===== config.mk =====
export PLATFORM = sky130hd
export DESIGN_NAME = aes_sbox_logic_circuit_top
export DESIGN_NICKNAME = d
export VERILOG_FILES = /design/src/rtl/aessb_pkg.sv /design/src/rtl/aessb_core.sv /design/src/rtl/aes_sbox_logic_circuit_top.sv
export SDC_FILE = /design/constraint.sdc
export NUM_CORES = 1
export LEC_CHECK = 0
export BUFFER_PORTS_ARGS = -buffer_cell sky130_fd_sc_hd__buf_2
export CORE_MARGIN = 2
export CORE_UTILIZATION = 35
export CTS_BUF_LIST = sky130_fd_sc_hd__clkbuf_8
export DETAILED_ROUTE_END_ITERATION = 6
export PLACE_DENSITY = 0.51
export SLEW_MARGIN = 10
export SYNTH_ARGS = -nofsm -noshare
export SYNTH_HDL_FRONTEND = slang
export SYNTH_SLANG_ARGS = --single-unit

===== constraint.sdc =====
create_clock -name clock -period 5.2 [get_ports clock]
set_input_delay 0.26 -clock clock [delete_from_list [all_inputs] [get_ports clock]]
set_output_delay 0.26 -clock clock [all_outputs]
set_load 0.1 [all_outputs]

===== src/rtl/aessb_pkg.sv =====
package aessb_pkg;

   localparam int unsigned BYTE_W = 8;

   typedef logic [BYTE_W-1:0] byte_type;

   // affine constant folded into the bottom layer (bits 6, 5, 1, 0 of the byte)
   localparam byte_type SBOX_AFFINE = 8'h63;

endpackage


===== src/rtl/aessb_core.sv =====
module aessb_core (
   input  aessb_pkg::byte_type in_byte,
   output aessb_pkg::byte_type sub_byte
);
   import aessb_pkg::*;

   // u/z/g are msb-first: u[i] is byte bit 7-i
   logic [7:0]  u;
   logic [21:0] g;
   logic [7:0]  z;
   logic        p, q, r, w, k;
   logic        e41, e42, e43, e44, e45;
   byte_type    zb;

   always_comb begin
      for (int i = 0; i < 8; i++) begin
         u[i] = in_byte[7-i];
      end

      // linear top layer
      g[0]  = u[7];
      g[1]  = u[1] ^ u[2] ^ u[7];
      g[2]  = u[0] ^ u[1] ^ u[2] ^ u[7];
      g[3]  = u[0] ^ u[1] ^ u[2] ^ u[5] ^ u[6] ^ u[7];
      g[4]  = u[1] ^ u[2] ^ u[3] ^ u[7];
      g[5]  = u[1] ^ u[2] ^ u[6] ^ u[7];
      g[6]  = u[0] ^ u[3] ^ u[4] ^ u[6] ^ u[7];
      g[7]  = u[1] ^ u[4] ^ u[5] ^ u[6] ^ u[7];
      g[8]  = u[0] ^ u[5];
      g[9]  = u[0] ^ u[3];
      g[10] = u[0] ^ u[1] ^ u[2] ^ u[3] ^ u[4] ^ u[6];
      g[11] = u[1] ^ u[4] ^ u[5] ^ u[6];
      g[12] = u[0] ^ u[3] ^ u[5] ^ u[6];
      g[13] = u[0] ^ u[6];
      g[14] = u[3] ^ u[5];
      g[15] = u[0] ^ u[3] ^ u[4] ^ u[6];
      g[16] = u[2] ^ u[4] ^ u[6] ^ u[5];
      g[17] = u[0] ^ u[2] ^ u[3] ^ u[5];
      g[18] = u[0] ^ u[2] ^ u[4] ^ u[5] ^ u[6];
      g[19] = u[1] ^ u[2] ^ u[3] ^ u[4] ^ u[5] ^ u[6];
      g[20] = u[0] ^ u[1] ^ u[3] ^ u[4] ^ u[5] ^ u[6];
      g[21] = u[0] ^ u[2] ^ u[4] ^ u[5];

      // middle bits
      p = g[12] & g[15];
      q = p;
      p = p ^ (g[3] & g[6]);
      q = q ^ (g[4] & g[0]);
      q = q ^ (g[8] & g[10]);
      r = g[14] & g[17];
      p = p ^ r;
      r = r ^ (g[5] & g[1]);
      r = r ^ (g[13] & g[16]);
      w = (g[2] & g[7]) ^ (g[13] & g[16]) ^ (g[8] & g[10]);
      k = g[9] & g[11];
      p = p ^ k ^ g[20];
      q = q ^ k ^ g[19];
      r = r ^ k ^ g[21];
      w = w ^ k ^ g[18];

      // 4-bit nonlinear core
      r = r ^ (q & w);
      w = w ^ r;
      q = q ^ (p & w);
      w = w ^ (q & r);
      r = r ^ w;
      q = q ^ p;
      p = p ^ (q & w);
      w = w ^ (r & q & p);
      p = p ^ q;

      // bottom layer
      e41 = q ^ w;
      e42 = p ^ r;
      e43 = p ^ q;
      e44 = r ^ w;
      e45 = e42 ^ e41;

      z[6] = e44 & g[15];
      z[1] = w & g[6];
      z[0] = e43 & g[16];
      z[4] = q & g[1];
      z[3] = e44 & g[12];
      z[5] = w & g[3];
      z[2] = e43 & g[13];
      z[7] = q & g[5];
      z[0] = z[0] ^ z[4];
      z[6] = z[6] ^ z[0];
      z[2] = z[2] ^ (e42 & g[9]);
      z[0] = z[0] ^ (e42 & g[11]);
      z[5] = z[5] ^ (e45 & g[14]);
      z[0] = z[0] ^ (e45 & g[17]);
      z[7] = z[7] ^ z[2];
      z[1] = z[1] ^ z[6];
      z[2] = z[2] ^ (p & g[2]);
      z[3] = z[3] ^ z[5];
      z[6] = z[6] ^ (r & g[0]);
      z[4] = z[4] ^ z[6];
      z[4] = z[4] ^ (p & g[7]);
      z[5] = z[5] ^ (r & g[4]);
      z[3] = z[3] ^ (e42 & g[9]);
      z[6] = z[6] ^ (e45 & g[17]);
      z[6] = z[6] ^ (e41 & g[10]);
      z[7] = z[7] ^ (e45 & g[14]);
      z[2] = z[2] ^ z[6];
      z[5] = z[5] ^ z[2];
      z[2] = z[2] ^ z[0];
      z[0] = z[0] ^ z[3];
      z[3] = z[3] ^ z[1];
      z[7] = z[7] ^ z[4];
      z[2] = z[2] ^ (e41 & g[8]);
      z[6] = z[6] ^ z[7];
      z[4] = z[4] ^ z[3];
      z[1] = z[1] ^ z[0];

      for (int i = 0; i < 8; i++) begin
         zb[7-i] = z[i];
      end
   end

   assign sub_byte = zb ^ SBOX_AFFINE;

endmodule


===== src/rtl/aes_sbox_logic_circuit_top.sv =====
// aes forward s-box built from gates, one byte per word on each channel
//
// request channel: req_valid, req_in_byte, req_stall (driven here)
// response channel: rsp_valid, rsp_sub_byte, rsp_stall (driven by the sink)
// a word moves on a rising edge where valid is high and stall is low
//
// two register stages: the request word lands in an input register, the
// gate network sits between it and the output register
// the substitute is offered on rsp from the output register
// throughput: one word per cycle while the sink does not stall
//
// when the sink stalls, the output register holds its word and the input
// register still takes one more word; req_stall rises only when both
// stages are full and the sink is stalling
// synchronous reset clears both valid flags; the byte registers are not reset
module aes_sbox_logic_circuit_top (
   input  logic                 clock,
   input  logic                 reset,
   input  logic                 req_valid,
   output logic                 req_stall,
   input  aessb_pkg::byte_type  req_in_byte,
   output logic                 rsp_valid,
   input  logic                 rsp_stall,
   output aessb_pkg::byte_type  rsp_sub_byte
);
   import aessb_pkg::*;

   // input stage
   logic     in_vld_ff, in_vld_in;
   byte_type in_byte_ff, in_byte_in;
   // output stage
   logic     out_vld_ff, out_vld_in;
   byte_type out_byte_ff, out_byte_in;

   logic     out_adv;    // output register can take a new word
   logic     in_free;    // input register can take a new word
   byte_type sub_byte;

   aessb_core u_core (
      .in_byte  (in_byte_ff),
      .sub_byte (sub_byte)
   );

   // handshake: output frees when empty or drained this cycle
   always_comb begin
      out_adv   = !out_vld_ff || !rsp_stall;
      in_free   = !in_vld_ff || out_adv;
      req_stall = !in_free;

      in_vld_in  = in_free ? req_valid : in_vld_ff;
      in_byte_in = (in_free && req_valid) ? req_in_byte : in_byte_ff;

      out_vld_in  = out_adv ? in_vld_ff : out_vld_ff;
      out_byte_in = (out_adv && in_vld_ff) ? sub_byte : out_byte_ff;
   end

   always_ff @(posedge clock) begin
      if (reset) begin
         in_vld_ff  <= 1'b0;
         out_vld_ff <= 1'b0;
      end else begin
         in_vld_ff  <= in_vld_in;
         out_vld_ff <= out_vld_in;
      end
   end

   // payload registers, no reset needed
   always_ff @(posedge clock) begin
      in_byte_ff  <= in_byte_in;
      out_byte_ff <= out_byte_in;
   end

   assign rsp_valid    = out_vld_ff;
   assign rsp_sub_byte = out_byte_ff;

endmodule


# After elaboration in Yosys (flattened, before gate mapping)
# Cells that the tools add are included.
# word_totals
word_cells	148
ff_bits	18
input_bits	12
output_inout_bits	10
# classes
n_reduce_logical	8
bitwise_logic	136
# op_table
op	n
1-bit XOR	102
1-bit AND	33
1-bit logical NOT	4
4-bit NOT	1
1-bit logical AND	2
1-bit logical OR	2

# Logic depth before layout (Yosys ltp)
# Gate-level depths: netlist of run 1.
# depth
ltp_word	30
ltp_mapped	14

# Modules after synthesis
# Synthesis of run 1 repeated with hierarchy kept, for this count alone.
# unflattened
hier_cells	289
hier_area_um2	2805.2
# by_module_without_submodules
module	cells_each	area_per_inst_um2	n_inst
aessb_core	263	2238.4	1
aes_sbox_logic_circuit_top	26	566.8	1

# Least setup slack after synthesis of run 1
# Ideal clock, no wire load.
# synth_timing
path_type	flip-flop to flip-flop
start	register in_byte_ff[5]
end	register out_byte_ff[2] (netlist: rsp_sub_byte[2]) (data pin)
path_stages_with_launch	13
t_arrival_ns	3.414
setup_time_ns	0.258
n_path_buf	1
path_slack_ns	1.529
path_cell_list	edfxtp_1 > buf_6 > xnor2_2 > xnor2_1 > mux2i_4 > xor2_4 > xnor3_2 > xnor2_1 > o311a_1 > o211ai_2 > xnor2_2 > xnor3_1 > xnor2_1
# synth_via
elab_chain_len	27
word_cells_on_any_way	92
# synth_rtl
element	line	text
start: declaration	aes_sbox_logic_circuit_top.sv:30	byte_type in_byte_ff, in_byte_in;
start signal: assignment	aes_sbox_logic_circuit_top.sv:69	in_byte_ff <= in_byte_in;
1-bit XOR, on equally long branches (2 in a row)	n/a	
1-bit XOR, on equally long branches	aessb_core.sv:25, aessb_core.sv:31, aessb_core.sv:37	
1-bit AND (tied with other cells)	aessb_core.sv:48	q = q ^ (g[4] & g[0]);
1-bit XOR (tied with other cells)	aessb_core.sv:48	
1-bit XOR, on equally long branches	aessb_core.sv:49, aessb_core.sv:54	
1-bit XOR, on equally long branches (2 in a row)	aessb_core.sv:57, aessb_core.sv:59	
1-bit AND	aessb_core.sv:62	r = r ^ (q & w);
1-bit XOR	aessb_core.sv:62	
(+10 left out)	n/a	
1-bit AND or 1-bit XOR (tied branches)	aessb_core.sv:79, aessb_core.sv:87	
1-bit XOR	aessb_core.sv:88	z[6] = z[6] ^ z[0];
1-bit XOR	aessb_core.sv:97	z[6] = z[6] ^ (r & g[0]);
1-bit XOR	aessb_core.sv:102	z[6] = z[6] ^ (e45 & g[17]);
1-bit XOR	aessb_core.sv:103	z[6] = z[6] ^ (e41 & g[10]);
1-bit XOR	aessb_core.sv:105	z[2] = z[2] ^ z[6];
1-bit XOR *	aessb_core.sv:106	z[5] = z[5] ^ z[2];
net sub_byte[2]	aes_sbox_logic_circuit_top.sv:37	byte_type sub_byte;
end signal: assignment	aes_sbox_logic_circuit_top.sv:70	out_byte_ff <= out_byte_in;
end: declaration	aes_sbox_logic_circuit_top.sv:33	byte_type out_byte_ff, out_byte_in;
# The timed path passes the listed nets; every way through them passes the cells marked *.
# A chain may end at the register's enable or synchronous reset.

# Worst setup path in the final report of run 1
# layout_timing
start	register in_byte_ff[2]
end	register out_byte_ff[6] (netlist: rsp_sub_byte[6]) (data pin)
# layout_via
elab_chain_len	28
word_cells_on_any_way	82
# layout_rtl
element	line	text
1-bit XOR (2 in a row)	aessb_core.sv:28, aessb_core.sv:32	
1-bit XOR	aessb_core.sv:28	g[7] = u[1] ^ u[4] ^ u[5] ^ u[6] ^ u[7];
1-bit AND	aessb_core.sv:54	w = (g[2] & g[7]) ^ (g[13] & g[16]) ^ (g[8] & g[10]);
1-bit XOR (2 in a row)	aessb_core.sv:54	
1-bit XOR (2 in a row)	aessb_core.sv:59	w = w ^ k ^ g[18];
1-bit AND	aessb_core.sv:62	
1-bit XOR	aessb_core.sv:62	
1-bit XOR	aessb_core.sv:63	w = w ^ r;
(+10 left out)	n/a	
1-bit AND	aessb_core.sv:91	z[5] = z[5] ^ (e45 & g[14]);
1-bit XOR	aessb_core.sv:91	
1-bit XOR	aessb_core.sv:96	z[3] = z[3] ^ z[5];
1-bit XOR	aessb_core.sv:101	z[3] = z[3] ^ (e42 & g[9]);
1-bit XOR	aessb_core.sv:108	z[0] = z[0] ^ z[3];
1-bit XOR *	aessb_core.sv:114	z[1] = z[1] ^ z[0];
4-bit NOT (no source line) *	n/a	
net sub_byte[6]	aes_sbox_logic_circuit_top.sv:37	
# Marked as above.

==> results.tsv, run 1 <==
stage	metric	value	unit
synth	avgSynthCellArea	9.99	µm²
synth	yosys_most_used_dff	edfxtp_1	
clock_network	cts.clk_slew.worst_paths	0.07	ns
placed_design	io_buffers	21	
critical_path	crit_fanout	11	
synth	syn_inst	253	
floorplan	rows	30	
placed_design	routabilityCongestion	0.891	
timing	report.final.hold_viol_count	0	
timing	post-route-period-util	85.8	%
clock_network	cts_tree	yes	
critical_path	path_class	reg -> reg	
critical_path	arrival	4.46	ns
timing	worst_pin_slew	1.08	ns
clock_network	clock_latency	0.25	ns
floorplan	boundaryPins	22	
timing	slew_headroom	27.1	%
timing	setup_violations	0	
critical_path	critPathMaxStageDelay	0.55	ns
synth	synth_seq_cells	18	
clock_network	clk_path_buf_depth	2	
timing	finClkSkew	0.00572	ns
grt	grt_pass1_vias	1923	
grt	grt_pass1_wl	9700	µm
critical_path	crit_chain	xor2_1 -> buf_4 -> and2_1 -> xnor3_1 -> xor2_2 -> xor2_2 -> buf_4 -> o221ai_1 -> a32oi_1 -> o311a_1 -> xor2_1 -> xor3_2 -> xor2_1	
critical_path	worstSetupEndpointType	flop	
drt	drt_pass1_iterations	4	
grt	gr-total-overflow	0	
floorplan	core_region_area	0.00691	mm²
clock_network	numClockSinks	18	
synth	syn_nets	266	
timing	final-max-slew-violation-count	0	
grt	grt_usage	15.8	%
critical_path	critPathSlowestCell	edfxtp_1	
synth	synth_async_sr_flop_share	0	%
synth	syn_area	0.00253	mm²
clock_network	htree_levels	1	
critical_path	crit_top_cell	xor2_1	
timing	min_period	4.46	ns
clock_network	postCtsHoldBufs	0	
layout	antennaDiodeCount	0	
placed_design	placed_area	0.00265	mm²
hold_path	worst_hold_path_type	in -> reg	
clock_network	cts_inserted_buffers	3	
layout	syn_to_final_growth	7.08	%
grt	antenna_found_initial	0	
drt	vias	1905	
synth	yosysSeqAreaShare	20.6	%
timing	fmax	224	MHz
layout	drive_gt1_share	24.5	%
critical_path	start_kind	flop	
floorplan	die_y	89	µm
clock_network	cts_resized	0	
critical_path	required	5.19	ns
floorplan	initial_utilization	36.6	%
outcome	status	finished, final reports clean	
drt	viasPerCell	5.28	
timing	rsz0062_at_grt	no	
floorplan	die_w	89	µm
timing	tns	0	ns
floorplan	dieArea	0.00792	mm²
drt	ant_nets	0	
drt	wl	5660	µm
drt	drtIter0Drc	149	
layout	nNetsFinal	279	
grt	grt_max_degree	20	
clock_network	cts_root_buf	clkbuf_8	
drt	wl_per_cell	15.7	µm
layout	stdcell_area	0.00271	mm²
synth	synth_edf_count	16	
layout	fillers	724	
flow_run	maxCapViolCount	0	
placed_design	place_hpwl	4420	µm
synth	synth_warnings	0	
clock_network	post_cts_buffers	0	
drt	drcViolationCount	0	
synth	synth_cell_types	64	
critical path: cells and delay by family (launching register included):
family | cells | cell delay, ns
xor+xnor | 7 | 2.28
buf+inv | 2 | 0.49
simple gates | 1 | 0.26
flops | 1 | 0.55
compound gates | 3 | 0.63
per-stage QoR:
stage	hold slack, ns	util, %	instances	setup slack [ns]
6_report	0.174	39.2	361	0.739
5_1_grt	0.167	39.2	361	0.406
4_1_cts	0.173	39.2	361	0.720
3_5_place_dp	0.438	38.4	357	0.766
3_3_place_gp	0.437	38.4	357	0.756
2_1_floorplan	0.332	-	253	1.53
worst paths after layout:
check,start,cells after the start,slack [ns],endpoint
hold reg to reg,in_vld_ff,2,0.50,rsp_valid
setup / recovery,in_byte_ff[2],13,0.74,rsp_sub_byte[6]
hold / removal,reset,2,0.17,rsp_valid
setup reg to reg,in_byte_ff[2],13,0.74,rsp_sub_byte[6]
per-layer routing:
metal | GRT usage, % | part of all wire (%) | up-vias
li1 | - | - | 948
met1 | 22.0 | 48 | 910
met2 | 26.9 | 48 | 38
met3 | 1.29 | 2.7 | 9
met4 | 3.53 | 1.3 | 0
met5 | 0 | 0 | -
logic make-up after synthesis:
group / share of synthesized area [%]
XOR/XNOR: 35.5
buffers and inverters: 6.23
multiplexers: 3.86
flip-flops: 20.6
AO/OA/AOI/OAI: 19.2
adder cells (fa/ha/maj): 0.495
AND/OR/NAND/NOR: 14.1
state kept, by name, summed over array words and instances, names as in the netlist:
name / count
in_vld_ff: 1
in_byte_ff: 8
rsp_valid: 1
rsp_sub_byte: 8
cell type report:
type	instances	area (µm²)	share of cell area, %
inverter	5	18.8	0.693
timing repair buffer	26	143	5.27
clock buffer	4	55.1	2.03
tap	96	120	4.44
multi-input combinational	212	1850	68.3
sequential	18	520	19.2
layout by cell type (no fill, tap or decap), types with 3 or more instances in the layout:
master,Yosys,final
buf_4,4,5
nand3_1,10,10
nor2b_1,3,3
xnor3_1,4,4
nor2_1,18,18
inv_1,5,5
o211ai_1,3,3
and3_1,3,3
o221ai_1,4,4
and2_1,3,3
o21ai_0,12,12
xnor3_2,5,5
buf_2,3,21
a21o_1,3,3
mux2i_1,5,5
edfxtp_1,16,16
nor4_1,5,5
xnor2_1,24,24
xor2_1,17,17
a31oi_1,4,4
xnor2_2,7,7
nor3_1,3,3
clkbuf_8,0,4
nand2_1,13,13
a21oi_1,15,15
o21ai_1,5,5
synth_stat cells, drive strengths merged (2+ instances only):
library cell  instances  area, µm²
a211oi                2       15.0
a21o                  3       22.5
a21oi                17        100
a311oi                2       17.5
a31oi                 4       25.0
a32oi                 2       17.5
and2                  3       18.8
and3                  3       18.8
buf                  14        124
clkbuf                4       15.0
dfxtp                 2       40.0
edfxtp               16        480
inv                   5       18.8
mux2i                 7       86.3
nand2                14       55.1
nand3                10       50.1
nor2                 20       85.1
nor2b                 3       18.8
nor3                  3       15.0
nor4                  6       52.6
o211ai                4       35.0
o21ai                17       85.1
o221ai                4       35.0
o311a                 2       20.0
o31ai                 2       20.0
o32a                  2       20.0
or3                   2       12.5
xnor2                33        379
xnor3                 9        209
xor2                 21        236
xor3                  3       73.8
Power of run 1 is not shown: default switching activity piles up to over one toggle a cycle in this logic, so the estimate is an artifact.
==> run 2: changes to the inputs <==
--- a/config.mk
+++ b/config.mk
@@ -12,2 +12,3 @@
 export DETAILED_ROUTE_END_ITERATION = 6
+export MAX_ROUTING_LAYER = met4
 export PLACE_DENSITY = 0.51
--- a/constraint.sdc
+++ b/constraint.sdc
@@ -3,2 +3,2 @@
 set_output_delay 0.26 -clock clock [all_outputs]
-set_load 0.1 [all_outputs]
+set_load 0.01 [all_outputs]
==> run 2 against run 1 <==
Highest routed layer unchanged. Core utilization unchanged. Sequential cell count unchanged. Worst hold slack about the same. Die area unchanged. Register-to-register slack better by 0.03 ns. Critical path type unchanged. Global-route usage up 0.50 points. Non-clock buffer count unchanged.
==> results.tsv, run 2 (synthesis gave the netlist of run 1 again) <==
stage	metric	value	unit
clock_network	clock_latency	0.25	ns
clock_network	cts_inserted_buffers	3	
timing	slew_headroom	27.1	%
drt	drcViolationCount	0	
drt	drt_pass1_iterations	4	
clock_network	clk_path_buf_depth	2	
placed_design	routabilityCongestion	0.906	
layout	multi_input_area	0.00185	mm²
placed_design	io_buffers	21	
clock_network	post_cts_buffers	0	
timing	report.final.hold_viol_count	0	
timing	min_period	4.43	ns
layout	fillers	724	
placed_design	place_hpwl	4420	µm
grt	antenna_found_initial	0	
drt	wl_per_cell	15.7	µm
power	p_leak	1.05	nW
timing	fmax	226	MHz
flow_run	maxCapViolCount	0	
critical_path	start_kind	flop	
layout	mostFrequentLayoutCell	xnor2_1	
critical_path	crit_chain	xor2_1 -> buf_4 -> and2_1 -> xnor3_1 -> xor2_2 -> xor2_2 -> buf_4 -> o221ai_1 -> a221oi_2 -> xor2_1 -> xor3_2 -> xnor2_1	
clock_network	postCtsHoldBufs	0	
critical_path	critical_path.top_delay_family	XOR/XNOR gates	
layout	antennaDiodeCount	0	
timing	rsz0062_at_grt	no	
critical_path	crit_fanout	11	
grt	gr-total-overflow	0	
power	ir_drop	0.543	mV
clock_network	htree_levels	1	
clock_network	numClockSinks	18	
timing	post-route-period-util	85.3	%
floorplan	initial_utilization	36.6	%
floorplan	boundaryPins	22	
drt	vias	1913	
floorplan	dieArea	0.00792	mm²
critical_path	path_class	reg -> reg	
floorplan	die_w	89	µm
timing	finClkSkew	0.00572	ns
clock_network	cts.clk_slew.worst_paths	0.07	ns
critical_path	path_buf_inv	2	
critical_path	critPathMaxStageDelay	0.55	ns
grt	grt_pass1_wl	9730	µm
critical_path	critPathSlowestCell	edfxtp_1	
layout	seq_area	520	µm²
grt	grt_usage	16.3	%
timing	worst_pin_slew	1.08	ns
drt	ant_nets	0	
layout	drive_gt1_share	24.5	%
layout	nNetsFinal	279	
clock_network	cts_tree	yes	
hold_path	worst_hold_path_type	in -> reg	
floorplan	die_y	89	µm
grt	grt_max_degree	20	
critical_path	worstSetupEndpointType	flop	
critical_path	arrival	4.43	ns
timing	final-max-slew-violation-count	0	
timing	setup_violations	0	
outcome	status	finished, final reports clean	
critical_path	required	5.20	ns
layout	syn_to_final_growth	7.08	%
clock_network	cts_resized	0	
grt	grt_pass1_vias	1925	
floorplan	rows	30	
timing	tns	0	ns
drt	drtIter0Drc	142	
floorplan	core_region_area	0.00691	mm²
layout	fin_cells	361	
placed_design	dpl.cell_count	357	
power	power_density	725	mW/mm²
drt	viasPerCell	5.30	
clock_network	cts_root_buf	clkbuf_8	
drt	wl	5680	µm
layout	layout_common_cells	xnor2_1, buf_2, nor2_1	
==> run 2: cell counts in the layout (fill, tap and decap cells not counted) <==
No cell type changed its count.
==> run 2: path summary, 6_finish.rpt <==
check                              startpoint               to  slack (ns)  depth (start not counted)
worst max-delay path            in_byte_ff[2]  rsp_sub_byte[1]        0.77                         12
worst min-delay path                    reset        rsp_valid        0.17                          2
worst max register to register  in_byte_ff[2]  rsp_sub_byte[1]        0.77                         12
worst min register to register      in_vld_ff        rsp_valid        0.50                          2
==> run 2: worst reg2reg max path, cell delays in order, from the launching register on <==
cell      delay [ns]
edfxtp_1        0.55
xor2_1          0.36
buf_4           0.25
and2_1          0.26
xnor3_1         0.42
xor2_2          0.35
xor2_2          0.45
buf_4           0.26
o221ai_1        0.13
a221oi_2        0.28
xor2_1          0.32
xor3_2          0.41
xnor2_1         0.14
==> run 2: power breakdown <==
group | switching (W) | internal (W)
Clock | 0.0000454 | 0.0000672
Combinational | 0.000809 | 0.000723
Sequential | 0.0000207 | 0.000296
Total | 0.000876 | 0.00109
==> run 2: metal layers <==
layer  track usage (%)  vias to the layer above  part of all wire, %
li1                  -                      946                    -
met2              26.9                       39                   48
met4              3.53                        0                  1.4
met1              22.2                      919                   47
met5                 -                        -                    0
met3              1.11                        9                  3.4
==> run 2: metrics by stage <==
| step | power, W | hold WS, ns | cell area (µm²) | worst slack (ns) | utilization (%) |
|---|---|---|---|---|---|
| final | 0.00196 | 0.174 | 2710 | 0.766 | 39.2 |
| after global routing | 0.00213 | 0.167 | 2710 | 0.392 | 39.2 |
| after CTS | 0.00197 | 0.173 | 2710 | 0.720 | 39.2 |
| after detailed placement | 0.00183 | 0.438 | 2650 | 0.766 | 38.4 |
| after global placement | 0.00186 | 0.437 | 2650 | 0.756 | 38.4 |
| after floorplan | 0.00159 | 0.332 | 2530 | 1.53 | - |
==> run 2: cell type report <==
type / instances / share of cell area (%)
repair buffers: 26 / 5.27
flip-flops and latches: 18 / 19.2
clock buffers: 4 / 2.03
multi-input cells: 212 / 68.3
well taps: 96 / 4.44
inverters: 5 / 0.693
Power figures use the tool's default switching activity.
==> run 3: changes to the inputs <==
REMOVE_ABC_BUFFERS = 1   (was default)
==> run 3 against run 2 <==
Global-route usage decreased by 0.23 points. Setup slack improved by 0.037 ns. Clock skew decreased by 0.0016 ns. Clock power about the same. Sequential share of layout area unchanged. Final cell count unchanged. Die area unchanged. Core utilization unchanged.
==> results.tsv, run 3 (synthesis gave the netlist of run 1 again) <==
stage	metric	value	unit
layout	syn_to_final_growth	7.08	%
timing	final-max-slew-violation-count	0	
timing	fmax	227	MHz
clock_network	postCtsHoldBufs	0	
power	power_density	718	mW/mm²
drt	ant_nets	0	
drt	drcViolationCount	0	
clock_network	htree_levels	1	
critical_path	start_kind	flop	
grt	grt_max_degree	26	
power	seqPwrFrac	16.3	%
drt	viasPerCell	5.25	
hold_path	worst_hold_path_type	in -> reg	
hold_path	hold_depth	1	
drt	wl	5740	µm
clock_network	cts_tree	yes	
timing	worst_pin_slew	1.11	ns
floorplan	dieArea	0.00792	mm²
floorplan	rows	30	
drt	wl_per_cell	15.9	µm
layout	seq_area	520	µm²
grt	grt_pass1_wl	9490	µm
timing	setup_violations	0	
clock_network	cts.clk_slew.worst_paths	0.07	ns
clock_network	numClockSinks	18	
grt	antenna_found_initial	0	
timing	report.final.hold_viol_count	0	
layout	layout_common_cells	xnor2_1, buf_2, nor2_1	
power	finalPower	0.00194	W
power	p_sw_share	44.2	%
grt	gr-total-overflow	0	
timing	min_period	4.40	ns
clock_network	cts_root_buf	clkbuf_8	
placed_design	io_buffers	21	
timing	tns	0	ns
floorplan	initial_utilization	36.6	%
clock_network	clock_latency	0.25	ns
flow_run	maxCapViolCount	0	
drt	vias	1897	
outcome	status	finished, final reports clean	
power	p_sw	0.000860	W
clock_network	cts_resized	0	
placed_design	place_hpwl	4340	µm
timing	slew_headroom	25.1	%
floorplan	die_y	89	µm
layout	multi_input_area	0.00185	mm²
critical_path	path_class	reg -> reg	
drt	drt_pass1_iterations	4	
grt	grt_usage	16.1	%
timing	finClkSkew	0.00407	ns
power	clock_power_share	5.9	%
floorplan	core_region_area	0.00691	mm²
layout	antennaDiodeCount	0	
floorplan	boundaryPins	22	
power	p_leak	1.05	nW
floorplan	die_w	89	µm
power	ir_drop	0.608	mV
critical_path	required	5.20	ns
layout	mostFrequentLayoutCell	xnor2_1	
power	combPwrFrac	77.9	%
critical_path	arrival	4.40	ns
clock_network	post_cts_buffers	0	
grt	grt_pass1_vias	1789	
clock_network	clk_path_buf_depth	2	
clock_network	cts_inserted_buffers	3	
timing	rsz0062_at_grt	no	
power	internal_power	0.00108	W
layout	fillers	712	
timing	post-route-period-util	84.5	%
drt	drtIter0Drc	188	
layout	nNetsFinal	279	
layout	drive_gt1_share	24.5	%
placed_design	routabilityCongestion	0.849	
critical_path	crit_fanout	19	
critical_path	reg2regPathDepth	11	
critical_path	worstSetupEndpointType	flop	
[run 3: cell counts in the layout (fill, tap and decap cells not counted)]
Identical to the previous run, type by type.
[run 3: power groups by stage]
stage | Clock (W) | Sequential [W] | Combinational [W]
2_1_floorplan | 0 | 0.000336 | 0.00120
3_3_place_gp | 0 | 0.000320 | 0.00152
3_5_place_dp | 0 | 0.000318 | 0.00151
4_1_cts | 0.000118 | 0.000317 | 0.00152
5_1_grt | 0.000121 | 0.000321 | 0.00166
6_report | 0.000114 | 0.000316 | 0.00151
[run 3: final timing paths]
path                                   endpoint  slack (ns)      startpoint
worst max-delay path            rsp_sub_byte[5]        0.80   in_byte_ff[1]
worst min-delay path              in_byte_ff[0]        0.18  req_in_byte[0]
worst max register to register  rsp_sub_byte[5]        0.80   in_byte_ff[1]
worst min register to register        rsp_valid        0.50       in_vld_ff
[run 3: critical path, cell delays in order, from the launching register on]
cell and delay [ns]:
edfxtp_1 0.76, xnor3_2 0.52, xnor2_2 0.18, mux2i_2 0.35
xnor2_4 0.21, xor2_4 0.49, a211oi_1 0.15, a311oi_1 0.44
a311oi_1 0.12, xnor2_1 0.25, xnor3_2 0.49, xor2_1 0.17
[run 3: per-layer routing]
metal	vias up	GRT usage, %	part of all wire (%)
li1	950	-	-
met3	4	1.02	3.4
met5	-	-	0
met4	0	3.53	0.71
met1	899	22.6	49
met2	44	25.7	47
[run 3: layout make-up]
cell class              instances  area share (%)
clock buffers                   4            2.03
flip-flops and latches         18            19.2
inverters                       5           0.693
multi-input cells             212            68.3
repair buffers                 26            5.27
well taps                      96            4.44
[run 3: metrics by stage]
stage	std cells	area [µm²]	hold WS [ns]	setup slack, ns	util [%]
finish	361	2710	0.176	0.803	39.2
global route	361	2710	0.167	0.484	39.2
CTS	361	2710	0.171	0.819	39.2
detailed placement	357	2650	0.438	0.848	38.4
global placement	357	2650	0.436	0.806	38.4
floorplan	235	2390	0.332	0.704	-
